### src/rtl/frs_pkg.sv
package frs_pkg;

    // Payload length limit; a length field at or above this is a length error
    localparam int unsigned MAX_PAYLOAD = 64;

    // Status codes reported with every byte
    localparam logic [2:0] ST_HUNT   = 3'd0;
    localparam logic [2:0] ST_FRAME  = 3'd1;
    localparam logic [2:0] ST_GOOD   = 3'd2;
    localparam logic [2:0] ST_BADSUM = 3'd3;
    localparam logic [2:0] ST_BADLEN = 3'd4;

    // Byte classes handed from the parser front to the execution back
    localparam logic [3:0] K_HUNT    = 4'd0;
    localparam logic [3:0] K_HEADER  = 4'd1;
    localparam logic [3:0] K_DEV_LO  = 4'd2;
    localparam logic [3:0] K_DEV_HI  = 4'd3;
    localparam logic [3:0] K_CMD_LO  = 4'd4;
    localparam logic [3:0] K_CMD_HI  = 4'd5;
    localparam logic [3:0] K_LEN_OK  = 4'd6;
    localparam logic [3:0] K_LEN_BAD = 4'd7;
    localparam logic [3:0] K_DATA    = 4'd8;
    localparam logic [3:0] K_CHECK   = 4'd9;

    // One classified byte
    typedef struct packed {
        logic [3:0] kind;
        logic [7:0] data;
        logic [7:0] index;
    } t_req;

endpackage

### src/rtl/frs_front.sv
module frs_front
    import frs_pkg::*;
(
    input  logic       i_clk,
    input  logic       i_rst_n,
    input  logic       i_cfg_wr_en,
    input  logic [7:0] i_cfg_wr_data,
    input  logic       i_take,
    input  logic [7:0] i_rx_byte,
    output t_req       o_req
);

    localparam logic [2:0] PH_HUNT  = 3'd0;
    localparam logic [2:0] PH_DEV   = 3'd1;
    localparam logic [2:0] PH_CMD   = 3'd2;
    localparam logic [2:0] PH_LEN   = 3'd3;
    localparam logic [2:0] PH_DATA  = 3'd4;
    localparam logic [2:0] PH_CHECK = 3'd5;

    logic [7:0] r_header;
    logic [2:0] r_phase, n_phase;
    logic       r_high_next, n_high_next;
    logic [7:0] r_pos, n_pos;
    logic [7:0] r_len, n_len;
    logic       w_len_bad;

    assign w_len_bad = {1'b0, i_rx_byte} >= 9'(MAX_PAYLOAD);

    // Classify the byte and advance the frame position
    always_comb begin
        n_phase     = r_phase;
        n_high_next = r_high_next;
        n_pos       = r_pos;
        n_len       = r_len;
        o_req.kind  = K_HUNT;
        o_req.data  = i_rx_byte;
        o_req.index = 8'd0;
        case (r_phase)
            PH_DEV: begin
                o_req.kind  = r_high_next ? K_DEV_HI : K_DEV_LO;
                n_high_next = !r_high_next;
                if (r_high_next) begin
                    n_phase = PH_CMD;
                end
            end
            PH_CMD: begin
                o_req.kind  = r_high_next ? K_CMD_HI : K_CMD_LO;
                n_high_next = !r_high_next;
                if (r_high_next) begin
                    n_phase = PH_LEN;
                end
            end
            PH_LEN: begin
                n_pos = 8'd0;
                n_len = i_rx_byte;
                if (w_len_bad) begin
                    o_req.kind = K_LEN_BAD;
                    n_phase    = PH_HUNT;
                end else begin
                    o_req.kind = K_LEN_OK;
                    n_phase    = (i_rx_byte == 8'd0) ? PH_CHECK : PH_DATA;
                end
            end
            PH_DATA: begin
                o_req.kind  = K_DATA;
                o_req.index = r_pos;
                n_pos       = r_pos + 8'd1;
                if (n_pos >= r_len) begin
                    n_phase = PH_CHECK;
                end
            end
            PH_CHECK: begin
                o_req.kind = K_CHECK;
                n_phase    = PH_HUNT;
            end
            default: begin
                n_phase = PH_HUNT;
                if (i_rx_byte == r_header) begin
                    o_req.kind  = K_HEADER;
                    n_phase     = PH_DEV;
                    n_high_next = 1'b0;
                    n_pos       = 8'd0;
                end
            end
        endcase
    end

    // Hold the parse state until a request is taken
    always_ff @(posedge i_clk) begin
        if (!i_rst_n) begin
            r_header    <= 8'd170;
            r_phase     <= PH_HUNT;
            r_high_next <= 1'b0;
            r_pos       <= 8'd0;
            r_len       <= 8'd0;
        end else begin
            if (i_cfg_wr_en) begin
                r_header <= i_cfg_wr_data;
            end
            if (i_take) begin
                r_phase     <= n_phase;
                r_high_next <= n_high_next;
                r_pos       <= n_pos;
                r_len       <= n_len;
            end
        end
    end

endmodule

### src/rtl/frs_queue.sv
module frs_queue
    import frs_pkg::*;
(
    input  logic i_clk,
    input  logic i_rst_n,
    input  logic i_push,
    input  t_req i_req,
    input  logic i_pop,
    output t_req o_req,
    output logic o_full,
    output logic o_empty
);

    localparam int unsigned Depth = 4;
    localparam int unsigned PtrW  = $clog2(Depth);

    t_req            r_mem [Depth];
    logic [PtrW-1:0] r_wr_ptr;
    logic [PtrW-1:0] r_rd_ptr;
    logic [PtrW:0]   r_count;

    assign o_full  = r_count == (PtrW+1)'(Depth);
    assign o_empty = r_count == '0;
    assign o_req   = r_mem[r_rd_ptr];

    // Store pushed requests
    always_ff @(posedge i_clk) begin
        if (i_push) begin
            r_mem[r_wr_ptr] <= i_req;
        end
    end

    // Advance pointers and occupancy
    always_ff @(posedge i_clk) begin
        if (!i_rst_n) begin
            r_wr_ptr <= '0;
            r_rd_ptr <= '0;
            r_count  <= '0;
        end else begin
            if (i_push) begin
                r_wr_ptr <= r_wr_ptr + PtrW'(1);
            end
            if (i_pop) begin
                r_rd_ptr <= r_rd_ptr + PtrW'(1);
            end
            case ({i_push, i_pop})
                2'b10:   r_count <= r_count + (PtrW+1)'(1);
                2'b01:   r_count <= r_count - (PtrW+1)'(1);
                default: r_count <= r_count;
            endcase
        end
    end

endmodule

### src/rtl/frs_back.sv
module frs_back
    import frs_pkg::*;
(
    input  logic        i_clk,
    input  logic        i_rst_n,
    input  logic        i_load,
    input  t_req        i_req,
    input  logic        i_stall,
    output logic        o_valid,
    output logic [2:0]  o_status,
    output logic        o_payload_valid,
    output logic [7:0]  o_payload_byte,
    output logic [7:0]  o_payload_index,
    output logic [15:0] o_device_id,
    output logic [15:0] o_command_id,
    output logic [7:0]  o_frame_length,
    output logic [15:0] o_frames_seen,
    output logic [15:0] o_frames_bad
);

    logic        r_valid;
    logic [2:0]  r_status, n_status;
    logic        r_pvalid, n_pvalid;
    logic [7:0]  r_pbyte, n_pbyte;
    logic [7:0]  r_pindex, n_pindex;
    logic [15:0] r_dev, n_dev;
    logic [15:0] r_cmd, n_cmd;
    logic [7:0]  r_len, n_len;
    logic [7:0]  r_sum, n_sum;
    logic [15:0] r_good, n_good;
    logic [15:0] r_bad, n_bad;
    logic [7:0]  w_sum_add;

    assign w_sum_add = r_sum + i_req.data;

    // Carry out one classified byte
    always_comb begin
        n_status = ST_FRAME;
        n_pvalid = 1'b0;
        n_pbyte  = 8'd0;
        n_pindex = 8'd0;
        n_dev    = r_dev;
        n_cmd    = r_cmd;
        n_len    = r_len;
        n_sum    = r_sum;
        n_good   = r_good;
        n_bad    = r_bad;
        case (i_req.kind)
            K_HEADER: begin
                n_status = ST_HUNT;
                n_sum    = 8'd0;
            end
            K_DEV_LO: begin
                n_sum = w_sum_add;
                n_dev = {8'd0, i_req.data};
            end
            K_DEV_HI: begin
                n_sum = w_sum_add;
                n_dev = {i_req.data, r_dev[7:0]};
            end
            K_CMD_LO: begin
                n_sum = w_sum_add;
                n_cmd = {8'd0, i_req.data};
            end
            K_CMD_HI: begin
                n_sum = w_sum_add;
                n_cmd = {i_req.data, r_cmd[7:0]};
            end
            K_LEN_OK: begin
                n_sum = w_sum_add;
                n_len = i_req.data;
            end
            K_LEN_BAD: begin
                n_status = ST_BADLEN;
                n_len    = i_req.data;
            end
            K_DATA: begin
                n_sum    = w_sum_add;
                n_pvalid = 1'b1;
                n_pbyte  = i_req.data;
                n_pindex = i_req.index;
            end
            K_CHECK: begin
                n_good = r_good + 16'd1;
                if (i_req.data == r_sum) begin
                    n_status = ST_GOOD;
                end else begin
                    n_status = ST_BADSUM;
                    n_bad    = r_bad + 16'd1;
                end
            end
            default: begin
                n_status = ST_HUNT;
            end
        endcase
    end

    // Drop the result once taken, load the next one
    always_ff @(posedge i_clk) begin
        if (!i_rst_n) begin
            r_valid <= 1'b0;
            r_dev   <= 16'd0;
            r_cmd   <= 16'd0;
            r_len   <= 8'd0;
            r_sum   <= 8'd0;
            r_good  <= 16'd0;
            r_bad   <= 16'd0;
        end else begin
            if (i_load) begin
                r_valid <= 1'b1;
                r_dev   <= n_dev;
                r_cmd   <= n_cmd;
                r_len   <= n_len;
                r_sum   <= n_sum;
                r_good  <= n_good;
                r_bad   <= n_bad;
            end else if (!i_stall) begin
                r_valid <= 1'b0;
            end
        end
    end

    // Per-byte result fields
    always_ff @(posedge i_clk) begin
        if (i_load) begin
            r_status <= n_status;
            r_pvalid <= n_pvalid;
            r_pbyte  <= n_pbyte;
            r_pindex <= n_pindex;
        end
    end

    assign o_valid         = r_valid;
    assign o_status        = r_status;
    assign o_payload_valid = r_pvalid;
    assign o_payload_byte  = r_pbyte;
    assign o_payload_index = r_pindex;
    assign o_device_id     = r_dev;
    assign o_command_id    = r_cmd;
    assign o_frame_length  = r_len;
    assign o_frames_seen   = r_good;
    assign o_frames_bad    = r_bad;

endmodule

### src/rtl/frame_receiver_sum_checked.sv
// Serial frame receiver with additive checksum.
// Input channel: i_valid / o_stall carry one received byte (i_rx_byte) per
// request. Output channel: o_valid / i_stall carry one result per byte: status,
// payload byte and index when the byte is payload, the current device id,
// command id and length, and the frame and checksum-error counters.
// Configuration: i_cfg_wr_en / i_cfg_wr_data write the header byte value
// (170 after reset); write it only while no byte is in flight.
// Throughput: one byte per cycle while o_stall is low. A parser front
// classifies each byte in the cycle it is taken, a four-entry queue holds
// classified bytes, and the back end updates ids, checksum and counters
// into the output register. A taken byte is written into the queue, then
// loaded into the output register when that is empty or being taken.
// Receiver stall: the output register holds its result; the queue keeps
// taking bytes until its four entries are full, then o_stall rises.
// Reset (synchronous, active low): back to header hunting, ids, length,
// checksum and counters cleared, queue emptied, header value set to 170.
module frame_receiver_sum_checked
    import frs_pkg::*;
(
    input  logic        i_clk,
    input  logic        i_rst_n,
    input  logic        i_cfg_wr_en,
    input  logic [7:0]  i_cfg_wr_data,
    input  logic        i_valid,
    output logic        o_stall,
    input  logic [7:0]  i_rx_byte,
    output logic        o_valid,
    input  logic        i_stall,
    output logic [2:0]  o_status,
    output logic        o_payload_valid,
    output logic [7:0]  o_payload_byte,
    output logic [7:0]  o_payload_index,
    output logic [15:0] o_device_id,
    output logic [15:0] o_command_id,
    output logic [7:0]  o_frame_length,
    output logic [15:0] o_frames_seen,
    output logic [15:0] o_frames_bad
);

    t_req w_front_req;
    t_req w_queue_req;
    logic w_take;
    logic w_full;
    logic w_empty;
    logic w_load;

    // Take a request whenever the queue has room
    assign w_take  = i_valid && !w_full;
    assign o_stall = w_full;

    // Load the output register when it is empty or being taken
    assign w_load = !w_empty && (!o_valid || !i_stall);

    frs_front u_front (
        .i_clk         (i_clk),
        .i_rst_n       (i_rst_n),
        .i_cfg_wr_en   (i_cfg_wr_en),
        .i_cfg_wr_data (i_cfg_wr_data),
        .i_take        (w_take),
        .i_rx_byte     (i_rx_byte),
        .o_req         (w_front_req)
    );

    frs_queue u_queue (
        .i_clk   (i_clk),
        .i_rst_n (i_rst_n),
        .i_push  (w_take),
        .i_req   (w_front_req),
        .i_pop   (w_load),
        .o_req   (w_queue_req),
        .o_full  (w_full),
        .o_empty (w_empty)
    );

    frs_back u_back (
        .i_clk           (i_clk),
        .i_rst_n         (i_rst_n),
        .i_load          (w_load),
        .i_req           (w_queue_req),
        .i_stall         (i_stall),
        .o_valid         (o_valid),
        .o_status        (o_status),
        .o_payload_valid (o_payload_valid),
        .o_payload_byte  (o_payload_byte),
        .o_payload_index (o_payload_index),
        .o_device_id     (o_device_id),
        .o_command_id    (o_command_id),
        .o_frame_length  (o_frame_length),
        .o_frames_seen   (o_frames_seen),
        .o_frames_bad    (o_frames_bad)
    );

endmodule

### config.mk
export PLATFORM = sky130hd
export DESIGN_NAME = frame_receiver_sum_checked
export DESIGN_NICKNAME = d
export VERILOG_FILES = /design/src/rtl/frs_pkg.sv /design/src/rtl/frs_front.sv /design/src/rtl/frs_queue.sv /design/src/rtl/frs_back.sv /design/src/rtl/frame_receiver_sum_checked.sv
export SDC_FILE = /design/constraint.sdc
export NUM_CORES = 1
export LEC_CHECK = 0
export ABC_AREA = 1
export ABC_CLOCK_PERIOD_IN_PS = 3300
export BUFFER_PORTS_ARGS = -buffer_cell sky130_fd_sc_hd__buf_2
export CAP_MARGIN = 25
export CORE_ASPECT_RATIO = 1.75
export CORE_MARGIN = 2
export CORE_UTILIZATION = 53
export DETAILED_ROUTE_END_ITERATION = 10
export GPL_TIMING_DRIVEN = 1
export PLACE_DENSITY = 0.76
export SETUP_SLACK_MARGIN = 0.5
export SYNTH_ARGS = -nofsm -noshare
export SYNTH_HDL_FRONTEND = slang
export SYNTH_SLANG_ARGS = --single-unit
### constraint.sdc
create_clock -name i_clk -period 3.3 [get_ports i_clk]
set_clock_uncertainty 0.1 [all_clocks]
set_input_delay 0.66 -clock i_clk [delete_from_list [all_inputs] [get_ports i_clk]]
set_output_delay 0.66 -clock i_clk [all_outputs]
set_load 0.1 [all_outputs]
# --- After elaboration in Yosys (flattened, before gate mapping) ---
# Memory sizes are Yosys's and may differ from the RTL's. A register that Yosys moved wholly into a read port is not among the register bits.
# Cells that the tools add are included.
# W data, S select, Z words.
totals:
  word_cells: 123
  ff_bits: 136
  in_bits: 21
  output_inout_bits: 94
  n_memories: 1
  ram_bits: 80
mem_list:
  columns: ["memory", "words", "width", "rd", "rd_clocked_by_memory_dff", "wr", "line", "rtl"]
  rows:
  - ["u_queue.r_mem", 4, 20, 1, 1, 1, "frs_queue.sv:17", "t_req r_mem [Depth];"]
op_classes:
  reduce_logical: 33
  n_addsub: 8
  eq_ne: 23
  bitwise_logic: 5
  n_lt_le_gt_ge: 2
  n_mux: 30
ops:
  columns: ["operator", "count"]
  rows:
  - ["$pmux W16 S2", 2]
  - ["$add A16 B1 Y16 const B", 2]
  - ["$pmux W8 S3", 1]
  - ["$pmux W4 S5", 1]
  - ["$eq A4 B3 Y1 const B", 4]
  - ["$eq A8 B8 Y1", 2]
  - ["$mux W8", 2]
  - ["$pmux W8 S2", 1]
  - ["$pmux W3 S5", 1]
  - ["$reduce_and A3 Y1", 5]
  - ["$mux W1", 13]
  - ["$mux W3", 4]
  - ["$reduce_and A2 Y1", 6]
  - ["$reduce_bool A2 Y1", 5]
  - ["$eq A3 B3 Y1 const B", 3]
  - ["$pmux W3 S3", 1]
  - ["$add A8 B1 Y8 const B", 1]
  - ["$add A8 B8 Y8", 1]
  - ["$eq A4 B2 Y1 const B", 2]
  - ["$eq A4 B4 Y1 const B", 2]
  - ["$ge A8 B7 Y1 const B", 1]
  - ["$ge A8 B8 Y1", 1]
  - ["$logic_not A8 Y1", 1]
  - ["$ne A2 B1 Y1 const B", 4]
  - ["other kinds (21)", 35]

# --- Logic depth before layout (Yosys ltp) ---
# Gate-level depths: netlist (run 1).
depth:
  word_depth: 5
  depth_mapped: 16
  ltp_nobuf: 15

# --- By module ---
# Synthesis (run 1) repeated with hierarchy kept, for this count alone.
hier_totals:
  hier_cells: 1162
  hier_area_um2: 9930.8
by_module_without_submodules:
  columns: ["module", "seq_area_each_um2", "area_per_inst_um2", "cells_each", "n_inst"]
  rows:
  - ["frs_back", 2222.1, 4725.8, 630, 1]
  - ["frs_queue", 2582.5, 3380.7, 251, 1]
  - ["frs_front", 560.5, 1808.0, 278, 1]
  - ["frame_receiver_sum_checked", 0.0, 16.3, 3, 1]

# --- Least setup slack after synthesis (run 1) ---
# No wires, ideal clock.
synth_path:
  path_type: "register to register"
  from: "reg u_queue.r_count[0]"
  to: "reg u_queue.r_count[2]"
  path_stages_with_launch: 11
  setup_time_ns: 0.122
  t_arrival_ns: 4.178
  synth_period_minus_slack_ns: 4.400
  n_path_buf: 0
  required_time_ns: 3.078
  path_slack_ns: -1.100
  cell_sequence: "dfxtp_1 nor3_1 nor2_1 inv_1 ha_1 inv_1 fa_1 a21oi_1 o21ai_0 o21ai_0 a21oi_1"
synth_between:
  elab_chain_cells: 5
  elab_cells_between_ends: 12
  cone_classes: "add/sub (2); eq/ne (3); mux (1); reduce/logical (6)"
synth_rtl:
  columns: ["item", "line", "rtl"]
  rows:
  - ["from (decl)", "frs_queue.sv:20", "logic [PtrW:0] r_count;"]
  - ["from (signal assigned)", "frs_queue.sv:47", "2'b10: r_count <= r_count + (PtrW+1)'(1);"]
  - ["from (signal assigned)", "frs_queue.sv:48", "2'b01: r_count <= r_count - (PtrW+1)'(1);"]
  - ["from (signal assigned)", "frs_queue.sv:49", "default: r_count <= r_count;"]
  - ["$eq A3 B3 Y1 (*)", "frs_queue.sv:22", "assign o_full = r_count == (PtrW+1)'(Depth);"]
  - ["named net o_stall", "frame_receiver_sum_checked.sv:25", "output logic o_stall,"]
  - ["$logic_not A1 Y1 (*)", "frame_receiver_sum_checked.sv:48", "assign w_take = i_valid && !w_full;"]
  - ["$logic_and A1 B1 Y1 (*)", "frame_receiver_sum_checked.sv:48", null]
  - ["$eq A2 B1 Y1 / $eq A2 B2 Y1 (equally long branches)", "frs_queue.sv:46", "case ({i_push, i_pop})"]
  - ["$pmux W3 S2 / $reduce_bool A2 Y1 (equally long branches)", null, null]
# Mark *: on every way through the listed nets, which the timed path passes. The rest lies on a longest branch.
# A chain may end at the register's enable or synchronous reset.

==> out/qor.yml, run 1 <==
critical_path:
  worst_setup_path_endpoint: "u_back.o_frames_bad[6]"
  criticalPathCategory: "flip-flop to flip-flop"
  crit_path_end_kind: "flip-flop"
  timing.critical_path.arrival_ns: 2.88
  timing.critical_path.from_type: "flip-flop"
  critPathMaxFanout: 17
  worst-r2r-cell-count: 10
  reg2reg_to: "u_back.o_frames_bad[6]"
  critPathRequiredTime_ns: 3.57
  worst-r2r-setup-slack_ns: 0.69
global_routing:
  number_of_antenna_violations_at_the_first_check_in_global_routing: 0
  grt_overflow_total: 0
  grtUsageTotal_pct: 22.8
  grt_first_pass_wirelength_mm: 36.6
  grt_start_max_net_pins: 33
  via_count_of_the_first_global_routing_pass: 7546
drt:
  final_antenna_net_count: 0
  remaining_drc_errors: 0
  initial_drt_pass_iterations: 5
  via_per_inst: 5.35
  detail_route.wirelength_mm: 22.8
  route.detailed.wl_per_inst_um: 15.3
  num_vias: 7969
  drt_first_iter_violations: 293
status:
  run_status: "finished clean"
finish:
  layout.cell_area.non_filler_um2: 11600
  area_growth_pct: 15.8
  area_of_the_multi_input_gates_um2: 4020
  layout_cells_sized_above_1_pct: 18.8
  sequential_cell_area_um2: 5370
  nNetsFinal: 1283
  final-instance-count-excl-fill: 1490
  n_antenna_cell: 0
  nFillCells: 1613
job:
  max_cap_viol_count: 0
clock_tree:
  clock_tree.buffer_depth: 3
  clk_transition_reported_paths_ns: 0.07
  insertion_delay_ns: 0.51
  cts_root_buffer: "sky130_fd_sc_hd__clkbuf_16"
  cts_tree: "built"
  htree_num_levels: 1
  tritoncts_num_sinks: 218
  numCtsBuffers: 21
placed_design:
  gpl.final_weighted_congestion: 0.901
  dp.cells: 1448
  dpl_worst_slack_ns: 0.658
  post_dp_hpwl_mm: 16.0
  numPortBuffers: 114
  placement.cell_area_um2: 10800
sta:
  max_freq_mhz: 383
  final.hold.worst_slack_ns: 0.259
  setup_viol: 0
  fin_worst_setup_slack_ns: 0.688
  setup-tns-final_ns: 0
  drv_slew: 0
  timing.final.crit_share_pct: 79.2
  post-route-min-period_ns: 2.61
  tightestPinTransition_ns: 0.572
  timing.final.hold_violations: 0
  unrepaired_setup_endpoints_after_global_routing: "no"
  max_slew_margin_pct: 61.8
die:
  die_width_um: 108
  die_height_um: 186
  num_io_pins: 115
  placement_rows: 66
  start_util_pct: 54.0
  die_area_um2: 20100
  core_um2: 18600
logic_synthesis:
  yosysSeqAreaShare_pct: 53.5
  synth_cell_types: 44
  synth_enable_flop_cells: 100
  syn-mean-instance-area_um2: 8.99
  synth.ff_latch_count: 218
  synth_warnings: 0
  share_of_flip_flops_with_an_asynchronous_set_or_reset_pct: 0
  synth_top_flop_cell: "sky130_fd_sc_hd__dfxtp_1"
  syn_inst: 1115
  synth_area_um2: 10000
  net_count_synth: 1161
worst_hold_path:
  min-delay-path-class: "primary input to flip-flop"
pwr:
  vdd_drop_max_uv: 640
  total_leakage_power_uw: 0.00481
  cellPowerDensity_nw_per_um2: 906
synth_stat cells, types with 2 or more instances:
cell	count	area share (%)
sky130_fd_sc_hd__nand2_1	197	7.4
sky130_fd_sc_hd__nor2_1	124	4.6
sky130_fd_sc_hd__dfxtp_1	118	24
sky130_fd_sc_hd__inv_1	104	3.9
sky130_fd_sc_hd__a21oi_1	101	5.0
sky130_fd_sc_hd__edfxtp_1	100	30
sky130_fd_sc_hd__nand3_1	79	3.9
sky130_fd_sc_hd__o21ai_0	70	3.5
sky130_fd_sc_hd__nor3_1	28	1.4
sky130_fd_sc_hd__ha_1	23	2.9
sky130_fd_sc_hd__clkbuf_1	18	0.67
sky130_fd_sc_hd__nand4_1	17	1.1
sky130_fd_sc_hd__xnor2_1	16	1.4
sky130_fd_sc_hd__xor2_1	15	1.3
sky130_fd_sc_hd__nand2_2	14	0.87
sky130_fd_sc_hd__a21oi_2	9	0.79
sky130_fd_sc_hd__nand2_4	9	1.0
sky130_fd_sc_hd__buf_6	8	0.90
sky130_fd_sc_hd__buf_2	7	0.35
sky130_fd_sc_hd__a32oi_1	6	0.52
sky130_fd_sc_hd__inv_2	6	0.22
sky130_fd_sc_hd__a211oi_2	5	0.62
sky130_fd_sc_hd__buf_4	4	0.30
sky130_fd_sc_hd__nand3_4	4	0.70
sky130_fd_sc_hd__nor2_4	4	0.45
sky130_fd_sc_hd__a31oi_1	3	0.19
sky130_fd_sc_hd__or2_2	3	0.19
sky130_fd_sc_hd__a211oi_1	2	0.15
sky130_fd_sc_hd__and3_1	2	0.12
sky130_fd_sc_hd__fa_1	2	0.40
sky130_fd_sc_hd__inv_4	2	0.12
sky130_fd_sc_hd__nor2_8	2	0.40
sky130_fd_sc_hd__nor4_1	2	0.12
worst max-delay path: stages, from the launching register on:
cell	delay (ns)
sky130_fd_sc_hd__dfxtp_1	0.43
sky130_fd_sc_hd__buf_4	0.26
sky130_fd_sc_hd__nand2_1	0.07
sky130_fd_sc_hd__a32oi_1	0.46
sky130_fd_sc_hd__ha_1	0.35
sky130_fd_sc_hd__nor3_1	0.19
sky130_fd_sc_hd__nand2_1	0.16
sky130_fd_sc_hd__nand2_4	0.16
sky130_fd_sc_hd__inv_4	0.11
sky130_fd_sc_hd__o21ai_0	0.09
sky130_fd_sc_hd__a21oi_1	0.08
area by class of cell:
class | instances | area share (%)
clock buffer | 30 | 5.39
clock inverter | 8 | 0.862
inverter | 112 | 3.66
multi-input combinational | 746 | 34.6
sequential | 218 | 46.2
tap | 238 | 2.57
timing repair buffer | 138 | 6.68
layout by cell type (no fill, tap or decap), types with 3 or more instances in the layout:
cell type	Yosys	layout
sky130_fd_sc_hd__nand2_1	197	197
sky130_fd_sc_hd__nor2_1	124	123
sky130_fd_sc_hd__dfxtp_1	118	117
sky130_fd_sc_hd__buf_2	7	114
sky130_fd_sc_hd__inv_1	104	105
sky130_fd_sc_hd__a21oi_1	101	101
sky130_fd_sc_hd__edfxtp_1	100	100
sky130_fd_sc_hd__nand3_1	79	79
sky130_fd_sc_hd__o21ai_0	70	70
sky130_fd_sc_hd__nor3_1	28	26
sky130_fd_sc_hd__ha_1	23	23
sky130_fd_sc_hd__clkbuf_16	0	23
sky130_fd_sc_hd__buf_4	4	22
sky130_fd_sc_hd__nand4_1	17	17
sky130_fd_sc_hd__xnor2_1	16	16
sky130_fd_sc_hd__xor2_1	15	15
sky130_fd_sc_hd__nand2_2	14	14
sky130_fd_sc_hd__nand2_4	9	9
sky130_fd_sc_hd__a21oi_2	9	9
sky130_fd_sc_hd__inv_2	6	6
sky130_fd_sc_hd__a32oi_1	6	6
sky130_fd_sc_hd__a211oi_2	5	5
sky130_fd_sc_hd__nand3_4	4	4
sky130_fd_sc_hd__nor2_4	4	4
sky130_fd_sc_hd__clkbuf_1	18	4
sky130_fd_sc_hd__inv_4	2	3
sky130_fd_sc_hd__or2_2	3	3
sky130_fd_sc_hd__a31oi_1	3	3
metrics by stage:
step	util (%)	total power (uW)
6_report	62.5	10500
5_1_grt	62.5	11000
4_1_cts	62.2	10500
3_5_place_dp	58.2	8020
3_3_place_gp	58.2	7970
2_1_floorplan	-	7120
logic make-up after synthesis:
kind of cell / share of synthesized area [%]
AO/OA/AOI/OAI: 11.3
XOR/XNOR: 2.71
adder cells (fa/ha/maj): 3.27
buffers and inverters: 6.70
flip-flops: 53.5
AND/OR/NAND/NOR: 22.5
sequential cells by signal (all words and copies together) (netlist names), named ones only:
| register | count |
|---|---|
| u_queue.r_mem | 80 |
| u_back.o_command_id | 16 |
| u_back.o_device_id | 16 |
| u_back.o_frames_bad | 16 |
| u_back.o_frames_seen | 16 |
| u_back.o_frame_length | 8 |
| u_back.o_payload_byte | 8 |
| u_back.o_payload_index | 8 |
| u_back.r_sum | 8 |
| u_front.r_header | 8 |
| u_front.r_len | 8 |
| u_front.r_pos | 8 |
| u_back.o_status | 3 |
| u_front.r_phase | 3 |
| u_queue.r_count | 3 |
| u_queue.r_rd_ptr | 2 |
| u_queue.r_wr_ptr | 2 |
| u_back.o_payload_valid | 1 |
| u_back.o_valid | 1 |
| u_front.r_high_next | 1 |
how the worst min path moves through the flow:
stage,startpoint,end,slack (ns),depth (start not counted)
floorplan,u_front.r_len[1],u_front.r_len[1],0.34,2
global placement,u_back.o_device_id[4],u_back.o_device_id[4],0.34,2
detailed placement,u_back.o_device_id[2],u_back.o_device_id[2],0.34,2
CTS,i_cfg_wr_data[1],u_front.r_header[1],0.25,3
global route,i_cfg_wr_data[1],u_front.r_header[1],0.26,3
finish,i_cfg_wr_data[3],u_front.r_header[3],0.26,3
report_power, final:
group / switching (uW) / internal [uW]
Sequential: 174 / 3300
Clock: 1010 / 1490
Combinational: 3570 / 967
Total: 4760 / 5760
repair_timing:
action                                  CTS  global route
resized for setup                         0             1
setup buffers                             0             4
endpoints found under the setup margin    0            18
hold buffers                              0             0
metal layers:
layer  wire length [um]  GRT usage [%]  up-vias
li1                   -              -     3986
met1               8910           25.8     3723
met2              12200           42.5      210
met3                971           2.87       50
met4                726           9.74        0
met5                  0              0        -
Note: power is estimated with default switching activity, not from simulation.
==> inputs of run 2 (changes only) <==
--- a/config.mk
+++ b/config.mk
@@ -6,7 +6,7 @@
 export NUM_CORES = 1
 export LEC_CHECK = 0
 export ABC_AREA = 1
-export ABC_CLOCK_PERIOD_IN_PS = 3300
+export ABC_CLOCK_PERIOD_IN_PS = 2380
 export BUFFER_PORTS_ARGS = -buffer_cell sky130_fd_sc_hd__buf_2
 export CAP_MARGIN = 25
 export CORE_ASPECT_RATIO = 1.75
==> constraint.sdc (replaced) <==
create_clock -name i_clk -period 2.38 [get_ports i_clk]
set_clock_uncertainty 0.1 [all_clocks]
set_input_delay 0.476 -clock i_clk [delete_from_list [all_inputs] [get_ports i_clk]]
set_output_delay 0.476 -clock i_clk [all_outputs]
set_load 0.1 [all_outputs]
==> run 2 against run 1 <==
Critical path type unchanged. Global-route usage increased by 2.7 points. Core utilization increased by 13 points. Critical path depth increased by 2. Combinational power increased by 110%. Via count increased by 14%. Cell area increased by 20%. First-iteration DRC count increased by 120%. Sequential share of layout area decreased by 7.5 points. Fmax increased by 2.6%. The flow now finishes with violations (negative setup slack). Largest cell class unchanged. Setup slack got worse by 0.85 ns. Worst hold slack got worse by 0.18 ns. Largest power group unchanged. Die area unchanged.
==> out/qor.yml, run 2 (synthesis gave the netlist of run 1 again) <==
status:
  run_status: "finished with violations"
  failing_checks: "negative setup slack"
sta:
  post-route-min-period_ns: 2.55  # -0.0672 ns
  fin_worst_setup_slack_ns: -0.165  # -0.853 ns
  max_freq_mhz: 393  # +2.6%
  timing.final.crit_share_pct: 107  # +28 points
  unrepaired_setup_endpoints_after_global_routing: "yes"
  max_slew_margin_pct: 60.3  # -1.5 points
  timing.final.hold_violations: 0  # unchanged
  tightestPinTransition_ns: 0.595  # +0.0234 ns
  setup_viol: 19  # +19
  setup-tns-final_ns: -1.79  # -1.79 ns
  drv_slew: 0  # unchanged
drt:
  initial_drt_pass_iterations: 5  # unchanged
  detail_route.wirelength_mm: 29.6  # +30%
  num_vias: 9046  # +14%
  via_per_inst: 5.70  # +6.6%
  remaining_drc_errors: 0  # unchanged
  final_antenna_net_count: 0  # unchanged
  drt_first_iter_violations: 648  # +120%
  route.detailed.wl_per_inst_um: 18.7  # +22%
finish:
  layout_cells_sized_above_1_pct: 40.7  # +22 points
  n_antenna_cell: 0  # unchanged
  finalCoreUtilization_pct: 75.1  # +13 points
  area_growth_pct: 39.2
  layout_common_cells: "sky130_fd_sc_hd__nand2_1 (131), sky130_fd_sc_hd__nor2_1 (112), sky130_fd_sc_hd__edfxtp_1 (100)"
  layout_commonest_cell: "sky130_fd_sc_hd__nand2_1"
  area_of_the_multi_input_gates_um2: 5140  # +28%
  regMostFlops: "u_queue.r_mem"
  largest_register_ff_count: 80  # unchanged
  nNetsFinal: 1381  # +7.6%
  nFillCells: 1174  # -27%
  layout.cell_area.non_filler_um2: 14000  # +20%
  final-instance-count-excl-fill: 1587  # +6.5%
  sequential_cell_area_um2: 5400  # +0.70%
global_routing:
  grtUsageTotal_pct: 25.6  # +2.7 points
  globalRouteMet2Util_pct: 49.1  # +6.6 points
  number_of_antenna_violations_at_the_first_check_in_global_routing: 0  # unchanged
  grt_use_met1_pct: 27.6  # +1.8 points
  grt_start_max_net_pins: 53  # +61%
  grt_first_pass_wirelength_mm: 40.8  # +11%
  grt_overflow_total: 0  # unchanged
  via_count_of_the_first_global_routing_pass: 8215  # +8.9%
  busiest_layer: "met2"
  grtUsageMet3_pct: 2.80  # -0.070 points
pwr:
  vdd_drop_max_uv: 1300  # +100%
  internal_power_uw: 9710  # +69%
  cellPowerDensity_nw_per_um2: 1270  # +41%
  p_seq_share_pct: 27.5  # -5.5 points
  total_switching_power_uw: 8080  # +70%
  clkPwrFrac_pct: 19.7  # -4.1 points
  power_switching_share_pct: 45.4  # +0.15 points
  total_leakage_power_uw: 0.00575  # +20%
  comb_power_share_pct: 52.8  # +9.6 points
clock_tree:
  clk_transition_reported_paths_ns: 0.07  # about the same
  cts_root_buffer: "sky130_fd_sc_hd__clkbuf_16"
  insertion_delay_ns: 0.51  # about the same
  cts_tree: "built"
  numCtsBuffers: 20  # -4.8%
  tritoncts_num_sinks: 218  # unchanged
  htree_num_levels: 1  # unchanged
  clock_tree.buffer_depth: 3  # unchanged
critical_path:
  reg2reg_to: "u_back.o_status[0]"
  worst-r2r-cell-count: 12  # +2
  criticalPathCategory: "flip-flop to flip-flop"
  critPathMaxStageDelay_ns: 0.35  # -0.11 ns
  path_cells: "inv_4 -> buf_12 -> a21oi_4 -> a32oi_4 -> ha_4 -> nor2_2 -> nand4_1 -> nor3_2 -> nand2_2 -> buf_4 -> nand2_1 -> nand4_1"
  critPathRequiredTime_ns: 2.52  # -1.05 ns
  worst-r2r-setup-slack_ns: -0.17  # -0.85 ns
  critical_path_slowest_stage_cell: "sky130_fd_sc_hd__dfxtp_2"
  timing.critical_path.from_type: "flip-flop"
  critPathMaxFanout: 5  # -12
  crit_path_end_kind: "flip-flop"
  cpLargestDelayFamily: "simple AND/OR/NAND/NOR gates"
  timing.critical_path.arrival_ns: 2.69  # -0.19 ns
  path_buf_inv: 3  # +1
  cpMostUsedCell: "sky130_fd_sc_hd__nand4_1"
worst_hold_path:
  timing.hold.worst_endpoint: "u_front.r_header[3]"
  min-delay-path-class: "primary input to flip-flop"
  min_delay_path_depth: 3  # unchanged
  hold_path_startpoint: "i_cfg_wr_data[3]"
die:
  placement_rows: 66  # unchanged
  die_area_um2: 20100  # unchanged
  start_util_pct: 54.0  # unchanged
  num_io_pins: 115  # unchanged
  core_um2: 18600  # unchanged
  die_height_um: 186  # unchanged
  die_width_um: 108  # unchanged
placed_design:
  numPortBuffers: 114  # unchanged
  post_dp_hpwl_mm: 17.1  # +7.0%
  gpl.final_weighted_congestion: 0.927  # +2.9%
  placement.cell_area_um2: 11400  # +5.3%
  dp.cells: 1471  # +1.6%
job:
  max_cap_viol_count: 0  # unchanged
## run 2: stage by stage
| stage | worst slack, ns | total power (uW) | hold slack (ns) |
|---|---|---|---|
| floorplan | -0.163 | 10400 | 0.335 |
| global placement | -0.0138 | 11600 | 0.334 |
| detailed placement | -0.0426 | 11700 | 0.346 |
| CTS | 0.0502 | 16100 | 0.0741 |
| global route | -0.223 | 18400 | 0.0926 |
| finish | -0.165 | 17800 | 0.0837 |
## run 2: cell type report
cell class,instances,area share [%]
repair buffers,236,14.0
clock buffers,26,3.97
multi-input cells,747,36.8
flip-flops and latches,218,38.7
well taps,238,2.13
clock inverters,10,1.07
inverters,112,3.30
## run 2: timing repair
action                                 in CTS  in global routing
endpoints found under the hold margin       0                  0
setup buffers                              39                 36
pin swaps                                  54                 89
gates resized for setup                   104                246
cloned                                      3                  2
setup endpoints to repair                 129                157
hold buffers                                0                  0
## run 2: worst max path at each step
stage,from,end,slack [ns],cells past startpoint
after detailed placement,flip-flop,u_back.o_frames_bad[10],-0.04,12
after CTS,flip-flop,u_back.o_frames_bad[10],0.05,13
after global routing,flip-flop,u_back.o_status[0],-0.22,12
final,flip-flop,u_back.o_status[0],-0.17,12
after floorplan,u_queue.r_count[1],u_queue.r_count[2],-0.16,10
after global placement,flip-flop,u_back.r_sum[4],-0.01,12
## run 2: per-layer routing
metal | wire [um] | vias up
li1 | - | 4203
met5 | 0 | -
met1 | 10300 | 4346
met3 | 1520 | 107
met2 | 16200 | 390
met4 | 1550 | 0
## run 2: worst reg2reg max path, stage by stage, from the launching register on
cell,delay (ns)
sky130_fd_sc_hd__dfxtp_2,0.35
sky130_fd_sc_hd__inv_4,0.11
sky130_fd_sc_hd__buf_12,0.14
sky130_fd_sc_hd__a21oi_4,0.04
sky130_fd_sc_hd__a32oi_4,0.28
sky130_fd_sc_hd__ha_4,0.26
sky130_fd_sc_hd__nor2_2,0.10
sky130_fd_sc_hd__nand4_1,0.18
sky130_fd_sc_hd__nor3_2,0.26
sky130_fd_sc_hd__nand2_2,0.13
sky130_fd_sc_hd__buf_4,0.16
sky130_fd_sc_hd__nand2_1,0.08
sky130_fd_sc_hd__nand4_1,0.09
## run 2: power by group through the flow
stage	sequential, uW	clock, uW	combinational (uW)
after floorplan	6970	0	3440
after global placement	4910	0	6730
after detailed placement	4920	0	6810
after CTS	4870	3530	7670
after global routing	4940	3670	9810
final	4900	3500	9390
==> inputs of run 3 (changes only) <==
--- a/config.mk
+++ b/config.mk
@@ -6,12 +6,12 @@
 export NUM_CORES = 1
 export LEC_CHECK = 0
 export ABC_AREA = 1
-export ABC_CLOCK_PERIOD_IN_PS = 2380
+export ABC_CLOCK_PERIOD_IN_PS = 2400
 export BUFFER_PORTS_ARGS = -buffer_cell sky130_fd_sc_hd__buf_2
 export CAP_MARGIN = 25
 export CORE_ASPECT_RATIO = 1.75
 export CORE_MARGIN = 2
-export CORE_UTILIZATION = 53
+export CORE_UTILIZATION = 55
 export DETAILED_ROUTE_END_ITERATION = 10
 export GPL_TIMING_DRIVEN = 1
 export PLACE_DENSITY = 0.76
==> constraint.sdc (replaced) <==
create_clock -name i_clk -period 2.4 [get_ports i_clk]
set_clock_uncertainty 0.1 [all_clocks]
set_input_delay 0.48 -clock i_clk [delete_from_list [all_inputs] [get_ports i_clk]]
set_output_delay 0.48 -clock i_clk [all_outputs]
set_load 0.1 [all_outputs]
==> run 3 against run 2 <==
The run now ends clean. Core utilization decreased by 3.7 points. First-iteration DRC count is 33% lower. Global-route usage down 0.48 points. Power decreased by 11%. Via count down 8.4%. Largest power group unchanged. Sequential share of layout area up 3.3 points. Non-clock buffer count decreased by 44. Count of clock-buffer cells in the layout decreased by 1. Wire length shrank 17%. Die area shrank 3.5%.
==> out/qor.yml, run 3 (synthesis gave the netlist of run 1 again) <==
sta:
  unrepaired_setup_endpoints_after_global_routing: "yes"
  timing.final.hold_violations: 0  # unchanged
  setup_viol: 0  # -19
  post-route-min-period_ns: 2.23  # -0.311 ns
  timing.final.crit_share_pct: 93.1  # -14 points
  tightestPinTransition_ns: 0.508  # -0.0873 ns
  drv_slew: 0  # unchanged
  max_slew_margin_pct: 66.4  # +6.1 points
  setup-tns-final_ns: 0  # +1.79 ns
  max_freq_mhz: 448  # +14%
die:
  die_width_um: 106  # -1.8%
  num_io_pins: 115  # unchanged
  die_area_um2: 19400  # -3.5%
  core_um2: 18000  # -3.3%
  placement_rows: 65  # -1.5%
  die_height_um: 183  # -1.8%
  start_util_pct: 55.8  # +1.8 points
drt:
  initial_drt_pass_iterations: 4  # -1
  remaining_drc_errors: 0  # unchanged
  final_antenna_net_count: 0  # unchanged
  route.detailed.wl_per_inst_um: 16.0  # -14%
  drt_first_iter_violations: 433  # -33%
  detail_route.wirelength_mm: 24.6  # -17%
  via_per_inst: 5.38  # -5.6%
  num_vias: 8284  # -8.4%
finish:
  layout_common_cells: "sky130_fd_sc_hd__nand2_1 (171), sky130_fd_sc_hd__nor2_1 (117), sky130_fd_sc_hd__buf_2 (113)"
  layout_commonest_cell: "sky130_fd_sc_hd__nand2_1"
  finalCoreUtilization_pct: 71.5  # -3.7 points
  largest_register_ff_count: 80  # unchanged
  area_growth_pct: 28.1
  nFillCells: 1329  # +13%
  n_antenna_cell: 0  # unchanged
  nNetsFinal: 1338  # -3.1%
  final-instance-count-excl-fill: 1540  # -3.0%
  layout_cells_sized_above_1_pct: 31.9  # -8.8 points
  regMostFlops: "u_queue.r_mem"
pwr:
  internal_power_uw: 8630  # -11%
  power_switching_share_pct: 45.6  # +0.20 points
  comb_power_share_pct: 50.2  # -2.6 points
  p_seq_share_pct: 30.5  # +3.0 points
  cellPowerDensity_nw_per_um2: 1230  # -3.1%
  total_switching_power_uw: 7230  # -10%
  clkPwrFrac_pct: 19.3  # -0.4 points
  vdd_drop_max_uv: 1090  # -16%
  total_leakage_power_uw: 0.00532  # -7.4%
critical_path:
  worst-r2r-setup-slack_ns: 0.17  # +0.33 ns
  critPathMaxFanout: 14  # +9
  timing.critical_path.arrival_ns: 2.51  # -0.18 ns
  crit_path_end_kind: "flip-flop"
  critPathRequiredTime_ns: 2.68  # +0.16 ns
  criticalPathCategory: "flip-flop to flip-flop"
  timing.critical_path.from_type: "flip-flop"
clock_tree:
  clk_transition_reported_paths_ns: 0.07  # about the same
  clock_tree.buffer_depth: 3  # unchanged
  cts_root_buffer: "sky130_fd_sc_hd__clkbuf_16"
  numCtsBuffers: 20  # unchanged
  cts_tree: "built"
  htree_num_levels: 1  # unchanged
  tritoncts_num_sinks: 218  # unchanged
  insertion_delay_ns: 0.51  # about the same
  cts.hold.buffers_added: 0  # unchanged
global_routing:
  via_count_of_the_first_global_routing_pass: 8157  # -0.71%
  grt_start_max_net_pins: 65  # +23%
  grt_first_pass_wirelength_mm: 39.3  # -3.6%
  grt_overflow_total: 0  # unchanged
  number_of_antenna_violations_at_the_first_check_in_global_routing: 0  # unchanged
  grtUsageTotal_pct: 25.1  # -0.48 points
job:
  max_cap_viol_count: 0  # unchanged
placed_design:
  post_dp_hpwl_mm: 17.0  # -0.54%
  dp.cells: 1465  # -0.41%
  gpl.final_weighted_congestion: 0.939  # +1.3%
  numPortBuffers: 114  # unchanged
status:
  run_status: "finished clean"
worst_hold_path:
  min-delay-path-class: "primary input to flip-flop"
[run 3: cell count changes in the layout (fill, tap and decap cells not counted), moves of 5 or more]
cell	before	now
sky130_fd_sc_hd__nand3_2	24	9
sky130_fd_sc_hd__nor2_1	112	117
sky130_fd_sc_hd__buf_2	74	113
sky130_fd_sc_hd__a21oi_1	64	83
sky130_fd_sc_hd__nand2_4	44	22
sky130_fd_sc_hd__nand3_1	55	71
sky130_fd_sc_hd__buf_6	40	8
sky130_fd_sc_hd__buf_8	7	0
sky130_fd_sc_hd__nand2_2	42	25
sky130_fd_sc_hd__a21oi_2	41	24
sky130_fd_sc_hd__buf_4	75	58
sky130_fd_sc_hd__clkbuf_4	28	0
sky130_fd_sc_hd__nand2_1	131	171
[run 3: layer usage]
metal	wire length, um	part of all wire [%]	up-vias	GRT usage [%]
li1	-	-	4091	-
met1	9060	37	3889	27.1
met2	13500	55	242	48.8
met3	1090	4.4	62	2.71
met4	876	3.6	0	10.4
met5	0	0	-	0
[run 3: worst max-delay path: stages, from the launching register on]
cell and delay (ns):
sky130_fd_sc_hd__dfxtp_4 0.44, sky130_fd_sc_hd__buf_6 0.15, sky130_fd_sc_hd__a21oi_4 0.06, sky130_fd_sc_hd__a32oi_4 0.25
sky130_fd_sc_hd__ha_4 0.25, sky130_fd_sc_hd__nor2_2 0.11, sky130_fd_sc_hd__nand4_1 0.11, sky130_fd_sc_hd__nor3_2 0.14
sky130_fd_sc_hd__nand2_2 0.09, sky130_fd_sc_hd__nand2_4 0.13, sky130_fd_sc_hd__inv_6 0.11, sky130_fd_sc_hd__o21ai_1 0.10
sky130_fd_sc_hd__a21oi_1 0.07
[run 3: path summary, 6_finish.rpt]
kind,cells past startpoint,end,start
worst max-delay path,12,u_back.o_frames_bad[6],flip-flop
worst min-delay path,3,u_front.r_header[1],i_cfg_wr_data[1]
worst max register to register,12,u_back.o_frames_bad[6],flip-flop
worst min register to register,2,u_front.r_len[1],u_front.r_len[1]
[run 3: what timing repair did]
item / CTS / global route
resized for setup: 69 / 52
pin swaps: 32 / 28
setup endpoints to repair: 123 / 144
gates cloned: 2 / 1
setup buffers: 22 / 14
[run 3: stage by stage]
stage / power [uW] / area, um^2 / hold slack, ns / setup slack (ns)
2_1_floorplan: 10300 / 10500 / 0.335 / -0.143
3_3_place_gp: 11700 / 11400 / 0.334 / 0.0264
3_5_place_dp: 11800 / 11400 / 0.335 / -0.0173
4_1_cts: 15500 / 12500 / 0.0659 / 0.133
5_1_grt: 16600 / 12800 / 0.0804 / -0.00956
6_report: 15900 / 12800 / 0.0775 / 0.166
[run 3: final cells by class]
class	count	area, um^2	area share (%)
flip-flops and latches	218	5400	42.1
multi-input cells	747	4710	36.6
repair buffers	192	1360	10.6
clock buffers	25	551	4.29
inverters	112	445	3.47
well taps	234	293	2.28
clock inverters	11	83.8	0.653
repair inverters	1	6.26	0.0487
[run 3: power by group through the flow]
stage	Combinational, uW	Clock, uW	Sequential (uW)
6_report	7960	3070	4840
5_1_grt	8480	3270	4890
4_1_cts	7590	3120	4830
3_5_place_dp	6930	0	4890
3_3_place_gp	6870	0	4870
2_1_floorplan	3410	0	6910
